[config.mk]
export PLATFORM = sky130hd
export DESIGN_NAME = vref_cell
export DESIGN_NICKNAME = d
export VERILOG_FILES = /design/src/hw/rtl/vref_pkg.sv /design/src/hw/rtl/vref_cell.sv
export SDC_FILE = /design/constraint.sdc
export NUM_CORES = 1
export LEC_CHECK = 0
export BUFFER_PORTS_ARGS = -buffer_cell sky130_fd_sc_hd__buf_2
export CAP_MARGIN = 30
export CORE_AREA = 2 2 377 379
export CTS_BUF_LIST = sky130_fd_sc_hd__clkbuf_4 sky130_fd_sc_hd__clkbuf_8
export DETAILED_ROUTE_END_ITERATION = 7
export DIE_AREA = 0 0 379 381
export SKIP_LAST_GASP = 1
export SLEW_MARGIN = 25
export SYNTH_ARGS = -nofsm -noshare
export SYNTH_HDL_FRONTEND = slang
export SYNTH_SLANG_ARGS = --single-unit
[constraint.sdc]
create_clock -name clock -period 3 [get_ports clock]
set_clock_uncertainty 0.2 [all_clocks]
set_input_delay 0.3 -clock clock [delete_from_list [all_inputs] [get_ports clock]]
set_output_delay 0.3 -clock clock [all_outputs]
set_load 0.02 [all_outputs]
[src/hw/rtl/vref_pkg.sv]
// Shared constants and types for the vector reflection pipeline.
`timescale 1ns / 1ps
package vref_pkg;
   localparam int FRAC_BITS_DEF = 16;
   localparam int MAG_W = 32;
   localparam int WIDE_W = 64;
   localparam int AXES = 3;

   typedef struct packed {
      logic [AXES-1:0][MAG_W-1:0] dir;
      logic [AXES-1:0][MAG_W-1:0] nmag;
      logic [AXES-1:0]            nneg;
      logic                       dneg;
      logic                       zero;
   } vref_side_type;
endpackage

[src/hw/rtl/vref_cell.sv]
// One restoring division cell: produces one quotient bit and passes on.
`timescale 1ns / 1ps
module vref_cell import vref_pkg::*; #(
   parameter int QW = WIDE_W + FRAC_BITS_DEF + 1
) (
   input  logic              clock,
   input  logic              reset,
   input  logic              en,
   input  logic              in_valid,
   input  logic [WIDE_W-1:0] in_rem,
   input  logic [WIDE_W-1:0] in_den,
   input  logic [QW-1:0]     in_num,
   input  logic [QW-1:0]     in_quo,
   input  vref_side_type     in_side,
   output logic              out_valid,
   output logic [WIDE_W-1:0] out_rem,
   output logic [WIDE_W-1:0] out_den,
   output logic [QW-1:0]     out_num,
   output logic [QW-1:0]     out_quo,
   output vref_side_type     out_side
);
   logic              valid_ff;
   logic [WIDE_W-1:0] rem_ff, rem_in;
   logic [WIDE_W-1:0] den_ff;
   logic [QW-1:0]     num_ff, num_in;
   logic [QW-1:0]     quo_ff, quo_in;
   vref_side_type     side_ff;
   logic [WIDE_W:0]   wide;
   logic [WIDE_W:0]   diff;
   logic              take;

   always_comb begin
      wide = {in_rem, in_num[QW-1]};
      diff = wide - {1'b0, in_den};
      take = (wide >= {1'b0, in_den});
      rem_in = take ? diff[WIDE_W-1:0] : wide[WIDE_W-1:0];
      num_in = {in_num[QW-2:0], 1'b0};
      quo_in = {in_quo[QW-2:0], take};
   end

   always_ff @(posedge clock) begin
      if (reset) begin
         valid_ff <= 1'b0;
      end else if (en) begin
         valid_ff <= in_valid;
      end
   end

   always_ff @(posedge clock) begin
      if (en) begin
         rem_ff <= rem_in;
         den_ff <= in_den;
         num_ff <= num_in;
         quo_ff <= quo_in;
         side_ff <= in_side;
      end
   end

   assign out_valid = valid_ff;
   assign out_rem = rem_ff;
   assign out_den = den_ff;
   assign out_num = num_ff;
   assign out_quo = quo_ff;
   assign out_side = side_ff;
endmodule

==> flow_metrics.env, run 1 <==
export IMPL_run_status="finished, violations left"
export IMPL_violations_in_the_final_reports="negative hold slack"
export IMPL_preCtsSetupSlack_ns=-1.081
export IMPL_worstPathMaxFanout=5
export IMPL_vias_per_inst=3.787
export IMPL_dp_cells=4359
export IMPL_static_leakage_nw=16.58
export IMPL_fin_nets=3890
export IMPL_dominantRegCellSynth="sky130_fd_sc_hd__edfxtp_1"
export IMPL_async_reset_ff_share_pct=0
export IMPL_layout_drive_gt1_share_pct=44.03
export IMPL_overall_global_routing_resource_usage_pct=18.03
export IMPL_dr_wl_met3_mm=14.66
export IMPL_clockPowerShare_pct=33.9
export IMPL_cts_root_to_sink_buffers=3
export IMPL_finalSetupTns_ns=0
export IMPL_routed_wl_mm=136.5
export IMPL_hold_class="in -> reg"
export IMPL_placed_area_mm2=0.02910
export IMPL_largest_net_degree_at_the_start_of_global_routing=83
export IMPL_drt_pass1_iterations=5
export IMPL_share_of_yosys_cell_area_claimed_by_the_top_area_cell_type_pct=74.87
export IMPL_grt_pass1_vias=20832
export IMPL_clkSlewWorstSetupHoldPaths_ns=0.06
export IMPL_timing_critical_path_to_type="flip-flop"
export IMPL_route_detailed_wl_per_inst_um=25.64
export IMPL_yosysUniqueCellTypes=68
export IMPL_via_count=20155
export IMPL_routedLengthMet1_mm=53.37
export IMPL_fin_crit_sh_pct=99.94
export IMPL_p_int_mw=14.06
export IMPL_drt_iter0_drc=1357
export IMPL_finish_cell_count_without_fillers=5322
export IMPL_syn_inst=1243
export IMPL_yosys_register_bits=487
export IMPL_post_route_cell_area_mm2=0.03877
export IMPL_antenna_violations_before_repair=98
export IMPL_cts_buffers_inserted=93
export IMPL_top_layer_used="met5"
export IMPL_crit_required_ns=3.32
export IMPL_worstSetupStartpointType="primary input"
export IMPL_wl_met2_mm=62.59
export IMPL_drv_cap=0
export IMPL_worst_slew_pin_slew_ns=0.5726
export IMPL_hpwlAfterDp_mm=108.3
export IMPL_clk_root_buffer_cell="sky130_fd_sc_hd__clkbuf_8"
export IMPL_yosysWarningCount=0
export IMPL_switchingPower_mw=6.440
export IMPL_seq_power_share_pct=41.1
export IMPL_dieArea_mm2=0.1444
export IMPL_syn_nets=1799
export IMPL_dieWidth_um=379
export IMPL_core_region_area_mm2=0.1406
export IMPL_slew_limit_headroom_pct=61.42
export IMPL_max_vdd_ir_drop_mv=0.3425
export IMPL_initial_core_util_pct=13.87
export IMPL_seq_area_frac_synth_pct=74.98
export IMPL_finalHoldViolations=5
export IMPL_synth_avg_cell_area_um2=15.68
export IMPL_antenna_left=0
export IMPL_synth_edf_count=486
export IMPL_critPathKind="in -> reg"
export IMPL_timing_hold_ws_ns=-0.4291
export IMPL_mappedNetlistArea_mm2=0.01949
export IMPL_clk_latency_ns=0.74
export IMPL_setup_viol_count_final=0
export IMPL_count_of_h_tree_levels_built_during_cts=3
export IMPL_port_buffers=976
export IMPL_layout_core_utilization_pct=27.59
export IMPL_final_period_minus_worst_setup_slack_ns=2.998
export IMPL_die_h_um=381
export IMPL_core_rowCount=138
export IMPL_final_critical_path_setup_slack_ns=0.001674
export IMPL_switching_share_pct=31.41
export IMPL_share_comb_of_total_power_pct=24.9
export IMPL_unrepaired_setup_endpoints_after_global_routing="yes"
export IMPL_gr_total_overflow=0
export IMPL_final_estimated_routing_congestion_in_global_placement=0.9541
export IMPL_powerDensity_mw_per_mm2=528.8
export IMPL_area_growth_synth_to_final_pct=98.91
export IMPL_power_total_mw=20.50
export IMPL_clock_fmax_mhz=333.5
export IMPL_tritoncts="done"
export IMPL_drcViolationCount=0
export IMPL_synth_area_top_cells="sky130_fd_sc_hd__edfxtp_1 75%, sky130_fd_sc_hd__ha_1 4.1%, sky130_fd_sc_hd__a21oi_1 2.9%"
export IMPL_critical_path_arrival_ns=3.32
export IMPL_finalMaxSlewViolations=0
export IMPL_yosys_area_top_type="sky130_fd_sc_hd__edfxtp_1"
export IMPL_grt_pass1_wl_mm=175.7
export IMPL_clock_sinks=487
export IMPL_io_pins=979
[cell type report]
class,count,area (um2)
Fill cell,14624,101800
Timing Repair Buffer,2031,14860
Sequential cell,487,14610
Multi-Input combinational cell,642,4686
Tap cell,1890,2365
Clock buffer,113,1436
Clock inverter,46,411.6
Inverter,79,309.0
Antenna cell,34,85.08
[state kept, by name, indices dropped and copies added, names as in the netlist]
register,flops
out_den,64
out_num,80
out_quo,81
out_rem,64
out_side,197
out_valid,1
[power by group through the flow]
stage | registers (mW) | logic, mW | clock network (mW)
after floorplan | 9.31 | 1.02 | 0
final | 8.43 | 5.11 | 6.96
after CTS | 8.43 | 5.10 | 7.22
after global placement | 8.55 | 4.20 | 0
after detailed placement | 8.54 | 4.21 | 0
after global routing | 8.48 | 5.41 | 7.46
[path summary, 6_finish.rpt]
check | startpoint | end | slack, ns | cells after the start
setup / recovery | in_den[44] | out_rem[62] | 0.002 | 15
hold / removal | in_den[7] | out_den[7] | -0.43 | 1
setup reg to reg | out_valid | out_valid | 1.64 | 3
hold reg to reg | out_valid | out_valid | 0.87 | 3
[placed cells by master (no fill, tap or decap), types with 4 or more instances in the layout]
master                          netlist  layout
sky130_fd_sc_hd__xnor2_1             37      37
sky130_fd_sc_hd__dlygate4sd3_1        0     769
sky130_fd_sc_hd__and3_1               5       5
sky130_fd_sc_hd__buf_2               12     975
sky130_fd_sc_hd__nand4_1             15      15
sky130_fd_sc_hd__o21a_1              12      12
sky130_fd_sc_hd__buf_12               0      10
sky130_fd_sc_hd__ha_1                64      55
sky130_fd_sc_hd__ha_4                 0       9
sky130_fd_sc_hd__nor2b_1              5       4
sky130_fd_sc_hd__xor2_1              20      20
sky130_fd_sc_hd__nor3_1               8       6
sky130_fd_sc_hd__bufinv_16            0       5
sky130_fd_sc_hd__o21ai_0             41      37
sky130_fd_sc_hd__buf_4                5     276
sky130_fd_sc_hd__nand3_1             11      11
sky130_fd_sc_hd__clkbuf_4             0      19
sky130_fd_sc_hd__clkbuf_8             0      94
sky130_fd_sc_hd__diode_2              0      34
sky130_fd_sc_hd__or3_1                7       6
sky130_fd_sc_hd__a21oi_1            111     105
sky130_fd_sc_hd__a21oi_2             12      18
sky130_fd_sc_hd__clkinvlp_4           0       6
sky130_fd_sc_hd__nor2_2              10      12
sky130_fd_sc_hd__mux2_4               0      15
sky130_fd_sc_hd__nor2_1              77      74
sky130_fd_sc_hd__o21ai_1              4       6
sky130_fd_sc_hd__and2_1               5       5
sky130_fd_sc_hd__inv_12               0       5
sky130_fd_sc_hd__a21o_1              37      36
sky130_fd_sc_hd__inv_2                0       4
sky130_fd_sc_hd__o211ai_1             4       4
sky130_fd_sc_hd__edfxtp_1           486     486
sky130_fd_sc_hd__clkinv_1             0      17
sky130_fd_sc_hd__clkinv_2             0      12
sky130_fd_sc_hd__inv_1               79      74
sky130_fd_sc_hd__nand2_1             60      60
sky130_fd_sc_hd__a211oi_1             6       5
sky130_fd_sc_hd__o21bai_1            11      11
[cell families after synthesis]
logic type | after synthesis | synth area share (%)
flops | 487 | 74.98
compound gates | 278 | 9.302
simple gates | 224 | 5.437
buf+inv | 114 | 2.523
fa+ha+maj | 65 | 4.211
xor+xnor | 57 | 2.561
mux | 17 | 0.9693
other cells | 1 | 0.01924
[critical path, cell delays in order]
cell                            delay [ns]
sky130_fd_sc_hd__buf_2                0.13
sky130_fd_sc_hd__inv_1                0.08
sky130_fd_sc_hd__ha_1                 0.29
sky130_fd_sc_hd__dlygate4sd3_1        0.56
sky130_fd_sc_hd__buf_4                0.17
sky130_fd_sc_hd__nand2_1              0.07
sky130_fd_sc_hd__o21ai_0              0.20
sky130_fd_sc_hd__or3_1                0.46
sky130_fd_sc_hd__nor3_2               0.19
sky130_fd_sc_hd__o31ai_1              0.12
sky130_fd_sc_hd__buf_4                0.16
sky130_fd_sc_hd__o31ai_1              0.19
sky130_fd_sc_hd__buf_4                0.15
sky130_fd_sc_hd__xor2_1               0.18
sky130_fd_sc_hd__a21oi_2              0.07
[synthesized netlist by cell type (8+ instances only)]
cell,instances
sky130_fd_sc_hd__edfxtp_1,486
sky130_fd_sc_hd__a21oi_1,111
sky130_fd_sc_hd__inv_1,79
sky130_fd_sc_hd__nor2_1,77
sky130_fd_sc_hd__ha_1,64
sky130_fd_sc_hd__nand2_1,60
sky130_fd_sc_hd__o21ai_0,41
sky130_fd_sc_hd__a21o_1,37
sky130_fd_sc_hd__xnor2_1,37
sky130_fd_sc_hd__xor2_1,20
sky130_fd_sc_hd__nand4_1,15
sky130_fd_sc_hd__clkbuf_1,14
sky130_fd_sc_hd__mux2_1,14
sky130_fd_sc_hd__a21oi_2,12
sky130_fd_sc_hd__buf_2,12
sky130_fd_sc_hd__o21a_1,12
sky130_fd_sc_hd__nand3_1,11
sky130_fd_sc_hd__o21bai_1,11
sky130_fd_sc_hd__nor2_2,10
sky130_fd_sc_hd__nor3_1,8
[what timing repair did]
item,in CTS,in global routing
gates cloned,0,0
hold buffers,752,17
resized for setup,4,8
buffers inserted,0,1
pin swaps,0,2
hold endpoints to repair,635,20
setup endpoints to repair,4,7
[metal layers]
metal	up-vias	global-route usage [%]
li1	8932	-
met1	9787	21.17
met2	1125	29.39
met3	273	7.151
met4	38	6.812
met5	-	0
Note: power is estimated with default switching activity, not from simulation.
==> run 2, diff against run 1 <==
--- a/config.mk
+++ b/config.mk
@@ -5,6 +5,7 @@
 export SDC_FILE = /design/constraint.sdc
 export NUM_CORES = 1
 export LEC_CHECK = 0
+export ABC_AREA = 1
 export BUFFER_PORTS_ARGS = -buffer_cell sky130_fd_sc_hd__buf_2
 export CAP_MARGIN = 30
 export CORE_AREA = 2 2 377 379
==> run 2 against run 1 <==
The flow now finishes without violations. Via count increased by 15%. Sequential share of layout area decreased by 1.2 points. Core utilization increased by 0.91 points. Die area unchanged. Clock-buffer cell count increased by 6. Largest cell class is now registers.
==> flow_metrics.env, run 2 <==
export IMPL_critPathKind="in -> reg"
export IMPL_grt_pass1_vias=23533
export IMPL_clock_fmax_mhz=354.9
export IMPL_clock_sinks=487
export IMPL_seq_area_frac_synth_pct=66.48
export IMPL_setup_viol_count_final=0
export IMPL_antenna_left=0
export IMPL_unrepaired_setup_endpoints_after_global_routing="no"
export IMPL_layout_drive_gt1_share_pct=33.26
export IMPL_finalSetupTns_ns=0
export IMPL_slew_limit_headroom_pct=49.39
export IMPL_most_common_layout_cells="975 x sky130_fd_sc_hd__buf_2, 761 x sky130_fd_sc_hd__dlygate4sd3_1, 658 x sky130_fd_sc_hd__nand2_1, 486 x sky130_fd_sc_hd__edfxtp_1, 376 x sky130_fd_sc_hd__inv_1"
export IMPL_max_vdd_ir_drop_mv=0.4864
export IMPL_gr_total_overflow=0
export IMPL_largest_net_degree_at_the_start_of_global_routing=66
export IMPL_switchingPower_mw=6.980
export IMPL_critical_path_arrival_ns=3.16
export IMPL_dieWidth_um=379
export IMPL_nFillCells=14926
export IMPL_final_estimated_routing_congestion_in_global_placement=0.9968
export IMPL_yosysWarningCount=0
export IMPL_largest_register_ff_count=197
export IMPL_clk_root_buffer_cell="sky130_fd_sc_hd__clkbuf_8"
export IMPL_clk_latency_ns=0.77
export IMPL_placed_area_mm2=0.03026
export IMPL_async_reset_ff_share_pct=0
export IMPL_tritoncts="done"
export IMPL_synth_edf_count=486
export IMPL_dieArea_mm2=0.1444
export IMPL_drcViolationCount=0
export IMPL_clockPowerShare_pct=35.2
export IMPL_drt_pass1_iterations=5
export IMPL_antenna_violations_before_repair=110
export IMPL_yosys_register_bits=487
export IMPL_worstSetupStartpointType="primary input"
export IMPL_area_growth_synth_to_final_pct=82.22
export IMPL_preCtsSetupSlack_ns=0.03137
export IMPL_power_total_mw=21.15
export IMPL_cts_buffers_inserted=96
export IMPL_synth_avg_cell_area_um2=10.62
export IMPL_vias_per_inst=3.830
export IMPL_fin_nets=4582
export IMPL_finalMaxSlewViolations=0
export IMPL_yosysUniqueCellTypes=37
export IMPL_top_usage_layer="met2"
export IMPL_routed_wl_mm=165.4
export IMPL_route_detailed_wl_per_inst_um=27.34
export IMPL_grt_util_met3_pct=12.59
export IMPL_regToRegEndpoint="out_valid"
export IMPL_r2r_start="out_valid"
export IMPL_drv_cap=0
export IMPL_final_period_minus_worst_setup_slack_ns=2.818
export IMPL_share_comb_of_total_power_pct=24.7
export IMPL_post_synth_most_frequent_cells="658 x sky130_fd_sc_hd__nand2_1, 486 x sky130_fd_sc_hd__edfxtp_1, 376 x sky130_fd_sc_hd__inv_1"
export IMPL_port_buffers=976
export IMPL_powerDensity_mw_per_mm2=528.0
export IMPL_io_pins=979
export IMPL_synth_most_common_cell="sky130_fd_sc_hd__nand2_1"
export IMPL_worstPathMaxFanout=4
export IMPL_mostFrequentLayoutCell="sky130_fd_sc_hd__buf_2"
export IMPL_run_status="complete, no violations"
export IMPL_overall_global_routing_resource_usage_pct=22.20
export IMPL_drt_iter0_drc=1385
export IMPL_share_of_yosys_cell_area_claimed_by_the_top_area_cell_type_pct=66.39
export IMPL_crit_required_ns=3.34
export IMPL_clkSlewWorstSetupHoldPaths_ns=0.06
export IMPL_timing_reg2reg_worst_path_depth=3
export IMPL_post_cts_repair_setup_buffers=0
export IMPL_globalRouteMet1Util_pct=25.02
export IMPL_cts_root_to_sink_buffers=3
export IMPL_via_count=23172
export IMPL_hpwlAfterDp_mm=137.4
export IMPL_core_region_area_mm2=0.1406
export IMPL_seq_power_share_pct=40.1
export IMPL_initial_core_util_pct=15.64
export IMPL_hold_start="in_den[58]"
export IMPL_count_of_h_tree_levels_built_during_cts=3
export IMPL_syn_nets=2626
export IMPL_cp_endpoint="out_rem[55]"
export IMPL_syn_inst=2070
export IMPL_hold_class="in -> reg"
export IMPL_fin_crit_sh_pct=93.93
export IMPL_switching_share_pct=33.00
export IMPL_yosys_area_top_type="sky130_fd_sc_hd__edfxtp_1"
export IMPL_core_rowCount=138
export IMPL_p_int_mw=14.17
export IMPL_post_route_cell_area_mm2=0.04005
export IMPL_dominantRegCellSynth="sky130_fd_sc_hd__edfxtp_1"
export IMPL_timing_hold_ws_ns=0.07858
export IMPL_die_h_um=381
export IMPL_grt_pass1_wl_mm=211.3
export IMPL_finalHoldViolations=0
export IMPL_static_leakage_nw=18.63
export IMPL_met2_usage_pct=35.34
export IMPL_final_critical_path_setup_slack_ns=0.1822
export IMPL_mappedNetlistArea_mm2=0.02198
export IMPL_worst_slew_pin_slew_ns=0.7592
export IMPL_r2r_slack_ns=1.67
export IMPL_crit_path_start="in_den[22]"
export IMPL_synth_area_top_cells="sky130_fd_sc_hd__edfxtp_1 66%, sky130_fd_sc_hd__nand2_1 11%, sky130_fd_sc_hd__inv_1 6.4%"
export IMPL_timing_critical_path_to_type="flip-flop"
-- run 2: changes by cell type after synthesis, sizes merged, moves of 39 or more --
| cell | delta |
|---|---|
| a21oi | -78 |
| o21ai | -39 |
| nand2 | +642 |
| inv | +318 |
| nand3 | +133 |
-- run 2: timing repair --
item / in CTS / in global routing
gates resized for setup: 0 / 0
endpoints found under the setup margin: 0 / 0
endpoints found under the hold margin: 555 / 0
hold buffers: 761 / 0
-- run 2: power by group through the flow --
stage | registers, mW | logic (mW) | clock network [mW]
floorplan | 9.29 | 1.13 | 0
global placement | 8.60 | 4.32 | 0
detailed placement | 8.59 | 4.33 | 0
CTS | 8.47 | 5.26 | 7.67
global route | 8.52 | 5.58 | 7.93
finish | 8.48 | 5.22 | 7.45
-- run 2: worst max-delay path: stages --
cell and delay, ns:
sky130_fd_sc_hd__dlygate4sd3_1 0.65, sky130_fd_sc_hd__buf_2 0.16, sky130_fd_sc_hd__inv_1 0.06, sky130_fd_sc_hd__ha_1 0.36, sky130_fd_sc_hd__nand2_1 0.12, sky130_fd_sc_hd__nor2_1 0.20, sky130_fd_sc_hd__nand2_1 0.17, sky130_fd_sc_hd__nor2_1 0.13
sky130_fd_sc_hd__nand2_1 0.06, sky130_fd_sc_hd__nand3_1 0.33, sky130_fd_sc_hd__nand3_1 0.27, sky130_fd_sc_hd__nand2_1 0.13, sky130_fd_sc_hd__nand2_1 0.05, sky130_fd_sc_hd__nand3_1 0.11, sky130_fd_sc_hd__nand2_1 0.06
-- run 2: layout make-up --
class / count / area, um2 / area share (%)
Clock inverter: 57 / 534.3 / 1.334
Inverter: 399 / 1498 / 3.739
Tap cell: 1890 / 2365 / 5.904
Antenna cell: 56 / 140.1 / 0.3499
Clock buffer: 119 / 1500 / 3.745
Multi-Input combinational cell: 1164 / 5720 / 14.28
Timing Repair Buffer: 1878 / 13680 / 34.16
Sequential cell: 487 / 14610 / 36.49
-- run 2: worst min path at each step --
stage,end,cells past startpoint,slack (ns)
global placement,out_valid,2,0.26
CTS,out_side[155],2,0.00007
global route,out_quo[58],2,0.008
floorplan,out_valid,1,0.17
detailed placement,out_valid,2,0.26
finish,out_den[58],2,0.08
-- run 2: per-stage QoR --
stage                     util, %  cells
final                       28.50   6050
after global routing        28.45   6024
after CTS                   28.40   5994
after detailed placement    21.53   5057
after global placement      21.53   5057
after floorplan                 -   2070
-- run 2: kinds of logic (layout without fill, tap and decap cells) --
| logic type | count (synthesis) | in the layout | synth area share (%) |
|---|---|---|---|
| AO/OA/AOI/OAI | 53 | 53 | 1.269 |
| multiplexers | 1 | 1 | 0.04554 |
| XOR/XNOR | 31 | 31 | 1.235 |
| other | 1 | 57 | 0.01706 |
| adder cells (fa/ha/maj) | 65 | 65 | 3.734 |
| AND/OR/NAND/NOR | 1013 | 1013 | 19.72 |
| flip-flops | 487 | 487 | 66.48 |
| buffers and inverters | 419 | 2453 | 7.491 |
-- run 2: layer usage --
layer	vias up	share of wire [%]
li1	10676	-
met1	11107	38
met2	1040	45
met3	295	13
met4	54	3.5
met5	-	0.20
==> run 3, diff against run 2 <==
--- a/config.mk
+++ b/config.mk
@@ -8,10 +8,10 @@
 export ABC_AREA = 1
 export BUFFER_PORTS_ARGS = -buffer_cell sky130_fd_sc_hd__buf_2
 export CAP_MARGIN = 30
-export CORE_AREA = 2 2 377 379
+export CORE_AREA = 2 2 378 380
 export CTS_BUF_LIST = sky130_fd_sc_hd__clkbuf_4 sky130_fd_sc_hd__clkbuf_8
 export DETAILED_ROUTE_END_ITERATION = 7
-export DIE_AREA = 0 0 379 381
+export DIE_AREA = 0 0 380 382
 export SKIP_LAST_GASP = 1
 export SLEW_MARGIN = 25
 export SYNTH_ARGS = -nofsm -noshare
==> run 3 against run 2 <==
Worst hold slack gained 0.0046 ns. Flip-flop and latch count is the same. Non-clock buffer count shrank 21. Clock-buffer cell count shrank 8. Setup slack lost 0.014 ns. Final cell count shrank 0.50%.
==> flow_metrics.env, run 3 (synthesized netlist as in run 2, its figures left out) <==
export IMPL_run_status="complete, no violations"
export IMPL_drv_cap=0
export IMPL_final_period_minus_worst_setup_slack_ns=2.832
export IMPL_count_of_h_tree_levels_built_during_cts=3
export IMPL_grt_pass1_wl_mm=213.9
export IMPL_critPathMostFrequentCell="sky130_fd_sc_hd__nand2_1"
export IMPL_static_leakage_nw=18.55
export IMPL_min_delay_path_depth=2
export IMPL_vias_per_inst=3.808
export IMPL_unrepaired_setup_endpoints_after_global_routing="no"
export IMPL_clock_fmax_mhz=353.2
export IMPL_placed_area_mm2=0.03037
export IMPL_tritoncts="done"
export IMPL_route_detailed_wl_per_inst_um=27.49
export IMPL_cts_buffers_inserted=97
export IMPL_antenna_violations_before_repair=114
export IMPL_max_vdd_ir_drop_mv=0.3927
export IMPL_holdPathEnd="out_side[131]"
export IMPL_critical_path_arrival_ns=3.18
export IMPL_die_h_um=382
export IMPL_post_cts_resize_count=0
export IMPL_core_rowCount=138
export IMPL_setup_viol_count_final=0
export IMPL_power_total_mw=21.12
export IMPL_worstSetupStartpointType="primary input"
export IMPL_final_seq_area_mm2=0.01461
export IMPL_fin_crit_sh_pct=94.39
export IMPL_clk_latency_ns=0.79
export IMPL_post_cts_repair_setup_buffers=0
export IMPL_worst_slew_pin_slew_ns=0.5035
export IMPL_regToRegEndpoint="out_valid"
export IMPL_r2r_slack_ns=1.65
export IMPL_fin_nets=4562
export IMPL_core_region_area_mm2=0.1409
export IMPL_worst_path_largest_cell_delay_ns=0.63
export IMPL_hold_start="in_side[131]"
export IMPL_timing_reg2reg_worst_path_depth=3
export IMPL_area_growth_synth_to_final_pct=81.48
export IMPL_drt_pass1_iterations=5
export IMPL_dieWidth_um=380
export IMPL_final_estimated_routing_congestion_in_global_placement=0.9724
export IMPL_slew_limit_headroom_pct=66.43
export IMPL_cts_root_to_sink_buffers=3
export IMPL_io_pins=979
export IMPL_largest_net_degree_at_the_start_of_global_routing=82
export IMPL_finalMaxSlewViolations=0
export IMPL_hold_class="in -> reg"
export IMPL_clkSlewWorstSetupHoldPaths_ns=0.06
export IMPL_gr_total_overflow=0
export IMPL_cell_chain_of_the_critical_path="dlygate4sd3_1 -> buf_2 -> inv_1 -> ha_1 -> nand2_1 -> nor2_1 -> inv_1 -> nor2_1 -> inv_1 -> nor2_1 -> nand2_1 -> nand2_1 -> nand2_1 -> nand2_1 -> nand2_1 -> nand3_1 -> nand2_1"
export IMPL_cts_hold_fix_buffers=736
export IMPL_total_area_of_multi_input_combinational_cells_mm2=0.005720
export IMPL_largest_register_ff_count=197
export IMPL_initial_core_util_pct=15.60
export IMPL_via_count=22927
export IMPL_overall_global_routing_resource_usage_pct=22.13
export IMPL_r2r_start="out_valid"
export IMPL_cpMaxStageDelayCell="sky130_fd_sc_hd__dlygate4sd3_1"
export IMPL_clock_sinks=487
export IMPL_drt_iter0_drc=1507
export IMPL_nFillCells=15013
export IMPL_antenna_left=0
export IMPL_crit_path_start="in_den[25]"
export IMPL_most_common_layout_cells="975 x sky130_fd_sc_hd__buf_2, 736 x sky130_fd_sc_hd__dlygate4sd3_1, 658 x sky130_fd_sc_hd__nand2_1, 486 x sky130_fd_sc_hd__edfxtp_1, 376 x sky130_fd_sc_hd__inv_1"
export IMPL_timing_critical_path_to_type="flip-flop"
export IMPL_clk_root_buffer_cell="sky130_fd_sc_hd__clkbuf_8"
export IMPL_worstPathMaxFanout=4
export IMPL_layout_drive_gt1_share_pct=33.57
export IMPL_timing_hold_ws_ns=0.08321
export IMPL_dieArea_mm2=0.1452
export IMPL_port_buffers=976
export IMPL_hpwlAfterDp_mm=139.5
export IMPL_crit_required_ns=3.35
export IMPL_grt_pass1_vias=23203
export IMPL_routed_wl_mm=165.5
export IMPL_drcViolationCount=0
export IMPL_finalSetupTns_ns=0
export IMPL_finalHoldViolations=0
export IMPL_mostFrequentLayoutCell="sky130_fd_sc_hd__buf_2"
export IMPL_post_route_cell_area_mm2=0.03989
export IMPL_powerDensity_mw_per_mm2=529.5
export IMPL_critPathKind="in -> reg"
## run 3: worst max-delay path: cells and delay by family
family / cells / cell delay, ns
adders and majority gates: 1 / 0.36
buffers and inverters: 5 / 1.03
and+or+nand+nor: 11 / 1.47
## run 3: through the flow
step	setup slack, ns	cells	util, %
4_1_cts	0.2780	5974	28.23
3_5_place_dp	0.03453	5061	21.55
6_report	0.1684	6020	28.31
5_1_grt	0.08141	6001	28.28
3_3_place_gp	0.05070	5061	21.55
2_1_floorplan	0.6903	2070	-
## run 3: per-layer routing
metal | vias up | track usage (%) | routed length (um)
met2 | 994 | 35.97 | 75990
met4 | 40 | 5.151 | 4178
met5 | - | 0 | 265
met1 | 11020 | 25.60 | 64560
met3 | 243 | 11.65 | 20480
li1 | 10630 | - | -
## run 3: layout make-up
class	instances	share of cell area [%]
Sequential cell	487	36.63
Timing Repair Buffer	1857	33.94
Multi-Input combinational cell	1164	14.34
Tap cell	1890	5.928
Inverter	399	3.754
Clock buffer	111	3.610
Clock inverter	66	1.509
Antenna cell	46	0.2886
## run 3: how the worst max path moves through the flow
| stage | endpoint | slack, ns |
|---|---|---|
| finish | out_rem[63] | 0.17 |
| detailed placement | out_rem[3] | 0.03 |
| global route | out_rem[59] | 0.08 |
| global placement | out_rem[3] | 0.05 |
| floorplan | out_rem[3] | 0.69 |
| CTS | out_rem[59] | 0.28 |
## run 3: where the power goes
| part | total, mW | switching [mW] | internal [mW] |
|---|---|---|---|
| Combinational | 5.24 | 3.31 | 1.93 |
| Clock | 7.45 | 3.48 | 3.97 |
| Sequential | 8.43 | 0.230 | 8.20 |
| Total | 21.1 | 7.02 | 14.1 |
